[src/hw/rtl/hrc_pkg.sv]
// hrc_pkg: shared types and constants of the hsb/rgb color converter
`default_nettype none
package hrc_pkg;

  // direction codes
  localparam logic FUNC_HSB2RGB = 1'b0;
  localparam logic FUNC_RGB2HSB = 1'b1;

  // angles and percent scale
  localparam int unsigned HUE_FULL   = 360;
  localparam int unsigned HUE_SECTOR = 60;
  localparam int unsigned PCT_MAX    = 100;
  localparam int unsigned BYTE_MAX   = 255;

  // floor(p*255/100) == (p*1336965) >> 19 for p <= 100 (255 * ceil(2^19/100))
  localparam int unsigned PCT_TO_BYTE_MUL   = 1336965;
  localparam int unsigned PCT_TO_BYTE_SHIFT = 19;
  // floor(m*100/255) == (m*1644900) >> 22 for m <= 255 (100 * ceil(2^22/255))
  localparam int unsigned BYTE_TO_PCT_MUL   = 1644900;
  localparam int unsigned BYTE_TO_PCT_SHIFT = 22;
  // floor(x/60) == (x*17477) >> 20 for x <= 255*60 (ceil(2^20/60))
  localparam int unsigned DIV60_MUL   = 17477;
  localparam int unsigned DIV60_SHIFT = 20;

  // pipelined divider geometry: quotient known to fit, three bits per stage
  localparam int unsigned DIV_NUM_W  = 17;
  localparam int unsigned DIV_DEN_W  = 8;
  localparam int unsigned DIV_QUO_W  = 9;
  localparam int unsigned DIV_STEP_W = 3;

  // clock edges from accepted transaction to result strobe
  localparam int unsigned PIPE_LATENCY = 5;

  typedef struct packed {
    logic       func;
    logic [9:0] hue_in;
    logic [7:0] sat_in;
    logic [7:0] bri_in;
    logic [7:0] red_in;
    logic [7:0] green_in;
    logic [7:0] blue_in;
  } in_item_t;

  typedef struct packed {
    logic [7:0] red_out;
    logic [7:0] green_out;
    logic [7:0] blue_out;
    logic [8:0] hue_out;
    logic [6:0] sat_out;
    logic [6:0] bri_out;
  } out_item_t;

endpackage
`default_nettype wire

[src/hw/rtl/hrc_div.sv]
// hrc_div: three-stage restoring divider, quotient must fit in DIV_QUO_W bits
`default_nettype none
module hrc_div (
  input  wire logic                               clk,
  input  wire logic [hrc_pkg::DIV_NUM_W-1:0]      num,
  input  wire logic [hrc_pkg::DIV_DEN_W-1:0]      den,
  output logic      [hrc_pkg::DIV_QUO_W-1:0]      quo
);

  localparam int unsigned DW = hrc_pkg::DIV_DEN_W;
  localparam int unsigned SW = hrc_pkg::DIV_STEP_W;
  localparam int unsigned QW = hrc_pkg::DIV_QUO_W;

  // a few restoring steps: returns {remainder, quotient bits}
  function automatic logic [DW+SW-1:0] div_steps(input logic [DW-1:0] rem_in,
                                                 input logic [DW-1:0] dv,
                                                 input logic [SW-1:0] bits);
    logic [DW:0]   t;
    logic [DW-1:0] rem;
    logic [SW-1:0] q;
    rem = rem_in;
    q   = '0;
    for (int i = SW - 1; i >= 0; i--) begin
      t = {rem, bits[i]};
      if (t >= {1'b0, dv}) begin
        t = t - {1'b0, dv};
        q[i] = 1'b1;
      end
      rem = t[DW-1:0];
    end
    return {rem, q};
  endfunction

  logic [DW+SW-1:0] sa, sb, sc;
  logic [DW-1:0]    rem_a_r, rem_b_r;
  logic [DW-1:0]    den_a_r, den_b_r;
  logic [2*SW-1:0]  low_a_r;
  logic [SW-1:0]    low_b_r;
  logic [SW-1:0]    q_a_r;
  logic [2*SW-1:0]  q_b_r;
  logic [QW-1:0]    quo_r;

  // high numerator bits start as the partial remainder (below den by contract)
  assign sa = div_steps(num[QW+DW-1:QW], den, num[QW-1:QW-SW]);
  assign sb = div_steps(rem_a_r, den_a_r, low_a_r[2*SW-1:SW]);
  assign sc = div_steps(rem_b_r, den_b_r, low_b_r);

  always_ff @(posedge clk) begin
    rem_a_r <= sa[DW+SW-1:SW];
    q_a_r   <= sa[SW-1:0];
    den_a_r <= den;
    low_a_r <= num[2*SW-1:0];
    rem_b_r <= sb[DW+SW-1:SW];
    q_b_r   <= {q_a_r, sb[SW-1:0]};
    den_b_r <= den_a_r;
    low_b_r <= low_a_r[SW-1:0];
    quo_r   <= {q_b_r, sc[SW-1:0]};
  end

  assign quo = quo_r;

endmodule
`default_nettype wire

[src/hw/rtl/hsb_rgb_color_converter_top.sv]
// hsb_rgb_color_converter_top: pipelined hsb <-> rgb color converter
//
//   channel  ports                   handshake
//   -------  ----------------------  ---------------------------------------
//   input    start, busy, in_data    transaction taken when start && !busy
//   result   out_strobe, out_data    one-cycle strobe, receiver cannot stall
//
// one transaction per clock, every clock, once busy is low; results leave
// in the order their transactions were taken
// the rgb -> hsb path sets the pipeline depth: a 3-stage restoring divider for hue
// and saturation sits between an input stage and the output register
// synchronous active-low reset clears the valid bits; busy is high during
// reset and for the first cycle after it, and low from then on
// nothing ever stalls, so valid bits simply shift down the pipeline
`default_nettype none
module hsb_rgb_color_converter_top (
  input  wire logic              clk,
  input  wire logic              rst_n,
  input  wire logic              start,
  output logic                   busy,
  input  wire hrc_pkg::in_item_t in_data,
  output logic                   out_strobe,
  output hrc_pkg::out_item_t     out_data
);

  // 60-degree hue sectors
  typedef enum logic [2:0] {
    SEC_RY = 3'd0,  // red to yellow
    SEC_YG = 3'd1,  // yellow to green
    SEC_GC = 3'd2,  // green to cyan
    SEC_CB = 3'd3,  // cyan to blue
    SEC_BM = 3'd4,  // blue to magenta
    SEC_MR = 3'd5   // magenta to red
  } sector_t;

  localparam int unsigned NW = hrc_pkg::DIV_NUM_W;

  // ---------------------------------------------------------------------
  // control: busy and valid bits
  // ---------------------------------------------------------------------
  logic       busy_r;
  logic [4:1] v_r;
  logic       out_strobe_r;
  logic       take;

  assign take = start && !busy_r;

  always_ff @(posedge clk) begin
    if (!rst_n) begin
      busy_r       <= 1'b1;
      v_r          <= '0;
      out_strobe_r <= 1'b0;
    end else begin
      busy_r       <= 1'b0;
      v_r          <= {v_r[3:1], take};
      out_strobe_r <= v_r[4];
    end
  end

  // func travels with the data
  logic func1_r, func2_r, func3_r, func4_r;

  // ---------------------------------------------------------------------
  // stage 1: hue wrap and clamps / channel max, min and divider operands
  // ---------------------------------------------------------------------
  logic [8:0]  hmod1_nxt, hmod1_r;
  logic [6:0]  scl1_nxt, scl1_r, bcl1_nxt, bcl1_r;
  logic        sgray1_r;
  logic [7:0]  mx1_nxt, mx1_r, d1_nxt, d1_r;
  logic [NW-1:0] nhue1_nxt, nhue1_r, nsat1_nxt, nsat1_r;
  logic        neg1_nxt, neg1_r;

  always_comb begin
    logic [7:0] r, g, b, mn;
    logic       red_max, grn_max;
    r = in_data.red_in;
    g = in_data.green_in;
    b = in_data.blue_in;

    // hue modulo 360, input below three turns
    if (in_data.hue_in >= 10'(2 * hrc_pkg::HUE_FULL)) begin
      hmod1_nxt = 9'(in_data.hue_in - 10'(2 * hrc_pkg::HUE_FULL));
    end else if (in_data.hue_in >= 10'(hrc_pkg::HUE_FULL)) begin
      hmod1_nxt = 9'(in_data.hue_in - 10'(hrc_pkg::HUE_FULL));
    end else begin
      hmod1_nxt = 9'(in_data.hue_in);
    end
    scl1_nxt = (in_data.sat_in > 8'(hrc_pkg::PCT_MAX)) ? 7'(hrc_pkg::PCT_MAX)
                                                        : 7'(in_data.sat_in);
    bcl1_nxt = (in_data.bri_in > 8'(hrc_pkg::PCT_MAX)) ? 7'(hrc_pkg::PCT_MAX)
                                                        : 7'(in_data.bri_in);

    // red wins ties over green, green over blue
    red_max = (r >= g) && (r >= b);
    grn_max = !red_max && (g >= b);
    mx1_nxt = red_max ? r : (grn_max ? g : b);
    mn      = r;
    if (g < mn) begin
      mn = g;
    end
    if (b < mn) begin
      mn = b;
    end
    d1_nxt   = mx1_nxt - mn;
    neg1_nxt = red_max && (b > g);

    // hue numerator, quotient is the hue (or 360 minus it when negative)
    if (red_max) begin
      if (b > g) begin
        nhue1_nxt = NW'(60) * NW'(8'(b - g)) + NW'(d1_nxt) - NW'(1);
      end else begin
        nhue1_nxt = NW'(60) * NW'(8'(g - b));
      end
    end else if (grn_max) begin
      nhue1_nxt = NW'(120) * NW'(d1_nxt) + NW'(60) * NW'(b) - NW'(60) * NW'(r);
    end else begin
      nhue1_nxt = NW'(240) * NW'(d1_nxt) + NW'(60) * NW'(r) - NW'(60) * NW'(g);
    end
    nsat1_nxt = NW'(d1_nxt) * NW'(hrc_pkg::PCT_MAX);
  end

  always_ff @(posedge clk) begin
    func1_r  <= in_data.func;
    hmod1_r  <= hmod1_nxt;
    scl1_r   <= scl1_nxt;
    bcl1_r   <= bcl1_nxt;
    sgray1_r <= (in_data.sat_in == 8'd0);
    mx1_r    <= mx1_nxt;
    d1_r     <= d1_nxt;
    nhue1_r  <= nhue1_nxt;
    nsat1_r  <= nsat1_nxt;
    neg1_r   <= neg1_nxt;
  end

  // hue and saturation quotients, three stages each
  logic [hrc_pkg::DIV_QUO_W-1:0] qhue4, qsat4;

  hrc_div u_div_hue (
    .clk (clk),
    .num (nhue1_r),
    .den (d1_r),
    .quo (qhue4)
  );

  hrc_div u_div_sat (
    .clk (clk),
    .num (nsat1_r),
    .den (mx1_r),
    .quo (qsat4)
  );

  // ---------------------------------------------------------------------
  // stage 2: percent to byte scaling, sector split / brightness percent
  // ---------------------------------------------------------------------
  logic [27:0] vprod, sprod;
  logic [28:0] bprod;
  logic [7:0]  v2_r, s8_2_r;
  sector_t     sec2_nxt, sec2_r;
  logic [5:0]  pos2_nxt, pos2_r;
  logic        sgray2_r;
  logic [6:0]  bri2_r;
  logic        neg2_r, flat2_r;

  assign vprod = 28'(bcl1_r) * 28'(hrc_pkg::PCT_TO_BYTE_MUL);
  assign sprod = 28'(scl1_r) * 28'(hrc_pkg::PCT_TO_BYTE_MUL);
  assign bprod = 29'(mx1_r) * 29'(hrc_pkg::BYTE_TO_PCT_MUL);

  always_comb begin
    logic [8:0] sec_base;
    if (hmod1_r >= 9'(5 * hrc_pkg::HUE_SECTOR)) begin
      sec2_nxt = SEC_MR;
      sec_base = 9'(5 * hrc_pkg::HUE_SECTOR);
    end else if (hmod1_r >= 9'(4 * hrc_pkg::HUE_SECTOR)) begin
      sec2_nxt = SEC_BM;
      sec_base = 9'(4 * hrc_pkg::HUE_SECTOR);
    end else if (hmod1_r >= 9'(3 * hrc_pkg::HUE_SECTOR)) begin
      sec2_nxt = SEC_CB;
      sec_base = 9'(3 * hrc_pkg::HUE_SECTOR);
    end else if (hmod1_r >= 9'(2 * hrc_pkg::HUE_SECTOR)) begin
      sec2_nxt = SEC_GC;
      sec_base = 9'(2 * hrc_pkg::HUE_SECTOR);
    end else if (hmod1_r >= 9'(hrc_pkg::HUE_SECTOR)) begin
      sec2_nxt = SEC_YG;
      sec_base = 9'(hrc_pkg::HUE_SECTOR);
    end else begin
      sec2_nxt = SEC_RY;
      sec_base = '0;
    end
    // odd sectors ramp down, even sectors ramp up
    pos2_nxt = 6'(hmod1_r - sec_base);
    if (sec2_nxt[0]) begin
      pos2_nxt = 6'(hrc_pkg::HUE_SECTOR) - pos2_nxt;
    end
  end

  always_ff @(posedge clk) begin
    func2_r  <= func1_r;
    v2_r     <= 8'(vprod >> hrc_pkg::PCT_TO_BYTE_SHIFT);
    s8_2_r   <= 8'(sprod >> hrc_pkg::PCT_TO_BYTE_SHIFT);
    sec2_r   <= sec2_nxt;
    pos2_r   <= pos2_nxt;
    sgray2_r <= sgray1_r;
    bri2_r   <= 7'(bprod >> hrc_pkg::BYTE_TO_PCT_SHIFT);
    neg2_r   <= neg1_r;
    flat2_r  <= (d1_r == 8'd0);
  end

  // ---------------------------------------------------------------------
  // stage 3: base level of the two non-leading channels
  // ---------------------------------------------------------------------
  logic [15:0] base_prod;
  logic [7:0]  v3_r, base3_r;
  sector_t     sec3_r;
  logic [5:0]  pos3_r;
  logic        sgray3_r;
  logic [6:0]  bri3_r;
  logic        neg3_r, flat3_r;

  assign base_prod = 16'(8'(hrc_pkg::BYTE_MAX) - s8_2_r) * 16'(v2_r);

  always_ff @(posedge clk) begin
    func3_r  <= func2_r;
    v3_r     <= v2_r;
    base3_r  <= base_prod[15:8];
    sec3_r   <= sec2_r;
    pos3_r   <= pos2_r;
    sgray3_r <= sgray2_r;
    bri3_r   <= bri2_r;
    neg3_r   <= neg2_r;
    flat3_r  <= flat2_r;
  end

  // ---------------------------------------------------------------------
  // stage 4: ramp product
  // ---------------------------------------------------------------------
  logic [7:0]  v4_r, base4_r;
  sector_t     sec4_r;
  logic [13:0] prod4_r;
  logic        sgray4_r;
  logic [6:0]  bri4_r;
  logic        neg4_r, flat4_r;

  always_ff @(posedge clk) begin
    func4_r  <= func3_r;
    v4_r     <= v3_r;
    base4_r  <= base3_r;
    sec4_r   <= sec3_r;
    prod4_r  <= 14'(v3_r - base3_r) * 14'(pos3_r);
    sgray4_r <= sgray3_r;
    bri4_r   <= bri3_r;
    neg4_r   <= neg3_r;
    flat4_r  <= flat3_r;
  end

  // ---------------------------------------------------------------------
  // stage 5: channel assignment / hue fixup, output register
  // ---------------------------------------------------------------------
  logic [28:0]        lerp_prod;
  logic [7:0]         lerp;
  hrc_pkg::out_item_t res_nxt, out_data_r;

  assign lerp_prod = 29'(prod4_r) * 29'(hrc_pkg::DIV60_MUL);
  assign lerp      = 8'(lerp_prod >> hrc_pkg::DIV60_SHIFT) + base4_r;

  always_comb begin
    res_nxt = '0;
    if (func4_r == hrc_pkg::FUNC_RGB2HSB) begin
      // gray has no hue and no saturation
      if (flat4_r) begin
        res_nxt.hue_out = '0;
        res_nxt.sat_out = '0;
      end else begin
        res_nxt.hue_out = neg4_r ? (9'(hrc_pkg::HUE_FULL) - qhue4) : qhue4;
        res_nxt.sat_out = 7'(qsat4);
      end
      res_nxt.bri_out = bri4_r;
    end else if (sgray4_r) begin
      res_nxt.red_out   = v4_r;
      res_nxt.green_out = v4_r;
      res_nxt.blue_out  = v4_r;
    end else begin
      unique case (sec4_r)
        SEC_RY: begin
          res_nxt.red_out = v4_r;    res_nxt.green_out = lerp;  res_nxt.blue_out = base4_r;
        end
        SEC_YG: begin
          res_nxt.red_out = lerp;    res_nxt.green_out = v4_r;  res_nxt.blue_out = base4_r;
        end
        SEC_GC: begin
          res_nxt.red_out = base4_r; res_nxt.green_out = v4_r;  res_nxt.blue_out = lerp;
        end
        SEC_CB: begin
          res_nxt.red_out = base4_r; res_nxt.green_out = lerp;  res_nxt.blue_out = v4_r;
        end
        SEC_BM: begin
          res_nxt.red_out = lerp;    res_nxt.green_out = base4_r; res_nxt.blue_out = v4_r;
        end
        default: begin
          res_nxt.red_out = v4_r;    res_nxt.green_out = base4_r; res_nxt.blue_out = lerp;
        end
      endcase
    end
  end

  always_ff @(posedge clk) begin
    out_data_r <= res_nxt;
  end

  assign busy       = busy_r;
  assign out_strobe = out_strobe_r;
  assign out_data   = out_data_r;

endmodule
`default_nettype wire

[config.mk]
export PLATFORM = sky130hd
export DESIGN_NAME = hsb_rgb_color_converter_top
export DESIGN_NICKNAME = d
export VERILOG_FILES = /design/src/hw/rtl/hrc_pkg.sv /design/src/hw/rtl/hrc_div.sv /design/src/hw/rtl/hsb_rgb_color_converter_top.sv
export SDC_FILE = /design/constraint.sdc
export NUM_CORES = 2
export LEC_CHECK = 0
export BUFFER_PORTS_ARGS = -buffer_cell sky130_fd_sc_hd__buf_2
export CAP_MARGIN = 20
export CORE_AREA = 2 2 338 273
export CTS_CLUSTER_SIZE = 40
export DETAILED_ROUTE_END_ITERATION = 10
export DIE_AREA = 0 0 340 275
export SLEW_MARGIN = 20
export SYNTH_ARGS = -nofsm -noshare
export SYNTH_HDL_FRONTEND = slang
export SYNTH_SLANG_ARGS = --single-unit
export TNS_END_PERCENT = 1
[constraint.sdc]
create_clock -name clk -period 27.2 [get_ports clk]
set_input_delay 1.36 -clock clk [delete_from_list [all_inputs] [get_ports clk]]
set_output_delay 1.36 -clock clk [all_outputs]
set_load 0.01 [all_outputs]
# Word level (Yosys, flattened, before mapping)

Index checks and enable logic that the tools add are counted.

Add/sub/neg operators: 33
$mul: 14
Order comparisons: 33
Eq/ne operators: 4
Multiplexer cells: 56
Bitwise operators: 1
Reductions and logical operators: 11

Operator list:

| kind                                                                                | number |
|---|---|
| 8-bit 2-to-1 mux                                                                    | 20 |
| 9-bit by 8-bit greater-or-equal comparator with 1-bit output                        | 17 |
| 8-bit subtractor                                                                    | 18 |
| 24-bit one-hot mux with 5 select lines                                              | 1 |
| 4-bit by 8-bit multiplier with 12-bit output, first input constant                  | 7 |
| 7-bit by 21-bit multiplier with 27-bit output, second input constant                | 2 |
| 17-bit 2-to-1 mux                                                                   | 3 |
| 6-bit 2-to-1 mux                                                                    | 6 |
| 14-bit by 15-bit multiplier with 28-bit output, second input constant               | 1 |
| 8-bit by 19-bit multiplier with 27-bit output, second input constant                | 1 |
| 9-bit 2-to-1 mux                                                                    | 3 |
| 8-bit greater-or-equal comparator                                                   | 3 |
| 24-bit 2-to-1 mux                                                                   | 1 |
| 1-bit 2-to-1 mux                                                                    | 20 |
| 9-bit by 8-bit greater-or-equal comparator with 1-bit output, second input constant | 2 |
| 16-bit by 14-bit adder with 17-bit output                                           | 1 |
| 16-bit by 14-bit subtractor with 17-bit output                                      | 1 |
| 17-bit by 14-bit subtractor with 17-bit output                                      | 1 |
| 15-bit by 14-bit adder with 16-bit output                                           | 1 |
| 8-bit by 7-bit > comparator with 1-bit output, second input constant                | 2 |
| 8-bit logical NOT                                                                   | 2 |
| 8-bit < comparator                                                                  | 2 |
| 9-bit by 9-bit multiplier with 16-bit output                                        | 1 |
| 15-bit by 1-bit subtractor with 16-bit output, second input constant                | 1 |
| 28 further kinds                                                                    | 35 |

Bits in registers: 349

# Longest topological paths before layout

Depth after elaboration: 12
Gate-level depth with buffers: 44
Mapped depth without buffers: 43

# Cells and area by module

Synthesis repeated with hierarchy kept, for this count alone.

Cells, all modules: 3987
Area total of the unflattened synthesis: 36776.5 um^2

Modules (own cells, without submodules):

| module                      | times used | cells each | area an instance (um^2) |
|---|---|---|---|
| hsb_rgb_color_converter_top | 1          | 2922       | 27014.7 |
| hrc_div (u_div_sat)         | 1          | 525        | 4916.0 |
| hrc_div (u_div_hue)         | 1          | 540        | 4845.9 |

# Worst setup path before layout

No wires, ideal clock.

Path kind: input port to flip-flop
From: in in_data[8] (netlist bit)
To: reg nhue1_r[15]
Data arrival time: 10071 ps
Data required time: 27068 ps
Path slack: 16996 ps
Stages: 42
Cells stage by stage: inv_1 ha_1 nand2b_1 a21oi_1 nor2_1 o21bai_1 clkbuf_1 nor2_1 a21oi_1 ha_1 a21o_1 a21o_1 a21oi_1 o311ai_0 nand2_1 mux2_2 ha_1 nor2b_1 [... 6 more ...] xnor2_1 ha_1 ha_1 ha_1 nor4_1 nor3_1 xnor2_1 fa_1 inv_1 ha_1 or2_2 o31a_1 o41ai_1 o21ai_0 xor2_1 or3_1 a21oi_1 o32ai_1

Word-level cells in the longest chain between the ends: 12
Elaborated cells between the ends (all ways): 27
Those cells by class: add/sub (8); mul (4); order compare (5); mux (7); reduce/logical (3)

RTL lines:

| what                                                                                                             | RTL line                                                               | text |
|---|---|---|
| from (decl)                                                                                                      | hsb_rgb_color_converter_top.sv:21                                      | `input wire hrc_pkg::in_item_t in_data,` |
| branches (longest 6 deep; another with 8-bit < comparator)                                                       | --                                                                     |  |
| 8-bit subtractor *                                                                                               | hsb_rgb_color_converter_top.sv:104                                     | `d1_nxt = mx1_nxt - mn;` |
| net d1_nxt[6]                                                                                                    | hsb_rgb_color_converter_top.sv:69                                      | `logic [7:0] mx1_nxt, mx1_r, d1_nxt, d1_r;` |
| 4-bit by 8-bit multiplier with 12-bit output                                                                     | hsb_rgb_color_converter_top.sv:115, hsb_rgb_color_converter_top.sv:117 |  |
| 16-bit by 14-bit adder with 17-bit output or 15-bit by 14-bit adder with 16-bit output (tied branches)           | hsb_rgb_color_converter_top.sv:117, hsb_rgb_color_converter_top.sv:115 |  |
| 17-bit by 14-bit subtractor with 17-bit output or 16-bit by 14-bit subtractor with 17-bit output (tied branches) | hsb_rgb_color_converter_top.sv:117, hsb_rgb_color_converter_top.sv:115 |  |
| 17-bit 2-to-1 mux                                                                                                | hsb_rgb_color_converter_top.sv:114                                     | `end else if (grn_max) begin` |
| 17-bit 2-to-1 mux *                                                                                              | hsb_rgb_color_converter_top.sv:108                                     | `if (red_max) begin` |
| net nhue1_nxt[15]                                                                                                | hsb_rgb_color_converter_top.sv:70                                      | `logic [NW-1:0] nhue1_nxt, nhue1_r, nsat1_nxt, nsat1_r;` |
| to (signal assigned)                                                                                             | hsb_rgb_color_converter_top.sv:130                                     | `nhue1_r <= nhue1_nxt;` |
| to (decl)                                                                                                        | hsb_rgb_color_converter_top.sv:70                                      |  |

Mark *: on every way through the listed nets, which the timed path passes.
A chain may end at the register's enable or synchronous reset.

# Worst setup path in the final report

From: in in_data[21] (netlist bit)
To: reg nhue1_r[15]

The elaborated chain is that of the path after synthesis.

==> metrics <==
largest net degree at the start of global routing 34; I/O Pins 103; first-pass GRT wire length 134000 um; global placer's final weighted congestion 0.9128; antenna violations before repair 3; layout cell share with drive strength beyond 1 0.07150; CTS root buffer sky130_fd_sc_hd__clkbuf_16; Slew @ Worst Pin 1124 ps; Iteration-0 DRC Markers 1519; drt total wl 80280 um; post-cts repair resize count 0; WP buf/inv 6; post-route clock skew 23.66 ps; final setup vio count 0; area taken by multi-input logic gates 26260 um^2; maximum net fanout on the critical path 14; post-detailed-route DRC marker count 0; sort of element at the end of the critical path register; Die X-Extent 340 um; post-synthesis cell area 35890 um^2; post-synth net total 4973; Hold Vio Cnt, Final 0; detailed-routed wire length on met2 35050 um; #FFs+latches synth 342; Fmax 0.08972 GHz; area added between synthesis and finish 8.908%; Req. time, crit path 27630 ps; Relative slew margins 0.2506; Slowest-stage cell, CP sky130_fd_sc_hd__o21bai_1; family with the most delay on the worst path compound AO/OA/AOI/OAI gates; post-DR vias/cell 4.967; routed metal-1 wire length 39720 um; buffer levels on the longest clock path 3; area of the core 90300 um^2; clock-pin transition on the worst setup and hold timing paths 60 ps; number of max-cap violations 0; detailed placement HPWL 67020 um; proportion of synthesized chip area in sequential cells 0.1908; Setup crit end nhue1_r[15]; Sink Count 342; average cell area after synthesis 9.040 um^2; Detail Route met3 WL 4047 um; fill cell count 8892; Chip Height 275 um; arrival time at the worst endpoint 11570 ps; H-tree depth 2; cell count of the worst reg-to-reg path 33; start of the worst register-to-register path d1_r[1]; number of synthesized flops with an enable pin 0; CP max stage delay 910 ps; Total Routing Usage GR 0.1746; area taken by flip-flops and latches 6848 um^2; vias in the first global route 26222; outcome completed; critical setup path kind input pin to register; Rows 99; RSZ-0062 raised after global routing false; startpoint class of the critical path input pin; async set-reset flop share out of synthesis 0; clock tree from TritonCTS yes; distinct cell type count of the synthesized netlist 81; number of buffers inserted by hold repair at cts 0; worst hold path type register to register; ratio of final minimum period to clock period 0.4098; Setup crit start in_data[21]; number of CTS-inserted buffers 40; initial standard-cell utilization of the core 0.3974; count of vias placed by the detailed router 26377; quantity of I/O buffers inserted on ports 102; NumNets Final 5070; setup slack of the most critical reg-to-reg path 18560 ps; Final min period 11150 ps; total iterations of the first detailed-routing run 5; most common flop cell mapped by yosys sky130_fd_sc_hd__dfxtp_1; synthesized instance count 3970; antenna cell count 0; top sig layer met4; floorplan die area 93500 um^2; WL/cell 15.12 um; post-CTS repair timing setup buffer count 0; total negative slack 0 ps; Overflow after GRT 0; Final Max Slew Viols 0; number of synthesis warnings 0; clock latency of the later-clocked register in the worst-skew pair 570 ps; depth of the critical timing path with buffers and inverters included 40; Final ANT Viol Nets 0; reg-to-reg endpoint u_div_hue.rem_a_r[6]
-- area by class of cell --
type                            count  share of cell area
Multi-Input combinational cell   2888              0.6719
Clock buffer                       51             0.02824
Sequential cell                   342              0.1752
Inverter                          684             0.06582
Tap cell                         1212             0.03880
Clock inverter                     22            0.005282
Timing Repair Buffer              111             0.01479
-- stage by stage --
stage / util / setup slack [ps] / hold slack [ps] / cell area [um^2] / cells
after global routing: 0.4328 / 15150 / 315.9 / 39080 / 5310
after floorplan: - / 17000 / 309.6 / 35890 / 3970
after CTS: 0.4328 / 16060 / 314.7 / 39080 / 5310
after detailed placement: 0.4183 / 15510 / 312.1 / 37770 / 5237
after global placement: 0.4183 / 15670 / 311.3 / 37770 / 5237
final: 0.4328 / 16050 / 310.1 / 39080 / 5310
-- metal layers --
| metal | vias to the layer above | track usage |
|---|---|---|
| met4 | 0 | 0.03796 |
| met3 | 91 | 0.02557 |
| li1 | 13508 | - |
| met1 | 12290 | 0.2447 |
| met5 | - | 0 |
| met2 | 488 | 0.2844 |
-- flip-flops by register name, summed over array words and instances, names as in the netlist, 9 cells and up --
signal / count
out_data: 47
hmod1_r: 9
nhue1_r: 17
nsat1_r: 10
prod4_r: 14
u_div_hue.quo: 9
-- worst min-delay path by stage --
stage	startpoint	to	slack, ps	cells past startpoint
2_1_floorplan	bri2_r[0]	bri3_r[0]	310	0
3_3_place_gp	nsat1_r[5]	u_div_sat.low_a_r[5]	310	0
3_5_place_dp	bri3_r[0]	bri4_r[0]	310	0
4_1_cts	func1_r	func2_r	310	0
5_1_grt	func1_r	func2_r	320	0
6_report	func1_r	func2_r	310	0
-- Yosys cell counts (all sizes together) (5+ instances only) --
| library cell | count | area [um^2] |
|---|---|---|
| ha | 689 | 8621 |
| inv | 683 | 2569 |
| dfxtp | 342 | 6847 |
| fa | 260 | 5205 |
| a21oi | 231 | 1160 |
| nor2 | 209 | 784.5 |
| nand2 | 193 | 724.4 |
| xnor2 | 169 | 1480 |
| o21ai | 161 | 820.8 |
| nor2b | 91 | 584.3 |
| xor2 | 87 | 762.0 |
| a21o | 78 | 585.6 |
| and2 | 62 | 387.9 |
| nand2b | 55 | 344.1 |
| nand3 | 53 | 265.3 |
| mux2 | 51 | 581.8 |
| o21bai | 49 | 367.9 |
| clkbuf | 45 | 168.9 |
| o21a | 42 | 315.3 |
| mux2i | 41 | 410.4 |
| nor3 | 41 | 205.2 |
| a21boi | 36 | 285.3 |
| nand4 | 31 | 193.9 |
| or2 | 21 | 131.4 |
| a211oi | 19 | 142.6 |
| o221ai | 19 | 166.4 |
| or3 | 19 | 118.9 |
| and3 | 15 | 93.84 |
| a22oi | 12 | 90.09 |
| a31oi | 12 | 75.07 |
| buf | 11 | 51.30 |
| a221oi | 10 | 93.84 |
| a41oi | 9 | 78.83 |
| nor3b | 9 | 67.56 |
| o221a | 9 | 101.4 |
| o41ai | 9 | 93.84 |
| nor4 | 8 | 50.05 |
| o211ai | 8 | 60.06 |
| a311oi | 6 | 100.1 |
| and4 | 6 | 52.55 |
| o22ai | 6 | 43.79 |
| o31a | 6 | 52.55 |
| or4 | 6 | 52.55 |
| o311ai | 5 | 78.83 |
| o31ai | 5 | 37.54 |
-- layout by cell type, fill, tap and decap left out, types with 87 or more instances in the layout --
master / netlist / layout
sky130_fd_sc_hd__nand2_1: 193 / 193
sky130_fd_sc_hd__xor2_1: 87 / 87
sky130_fd_sc_hd__a21oi_1: 230 / 230
sky130_fd_sc_hd__nor2b_1: 89 / 89
sky130_fd_sc_hd__inv_1: 681 / 681
sky130_fd_sc_hd__fa_1: 260 / 260
sky130_fd_sc_hd__buf_2: 8 / 102
sky130_fd_sc_hd__xnor2_1: 169 / 169
sky130_fd_sc_hd__dfxtp_1: 342 / 341
sky130_fd_sc_hd__nor2_1: 209 / 209
sky130_fd_sc_hd__ha_1: 689 / 689
sky130_fd_sc_hd__o21ai_0: 148 / 148
-- logic make-up after synthesis --
family,after synthesis,share of synthesized area
xor gates and xnor gates,257,0.06318
buffers and inverters,740,0.07782
DFF,342,0.1908
AOI/OAI and AO/OA,760,0.1396
adders and majority gates,950,0.3855
and+or+nand+nor,829,0.1154
muxes,92,0.02765
Power is not shown: default switching activity piles up to over one toggle a cycle in this logic, so the estimate is an artifact.
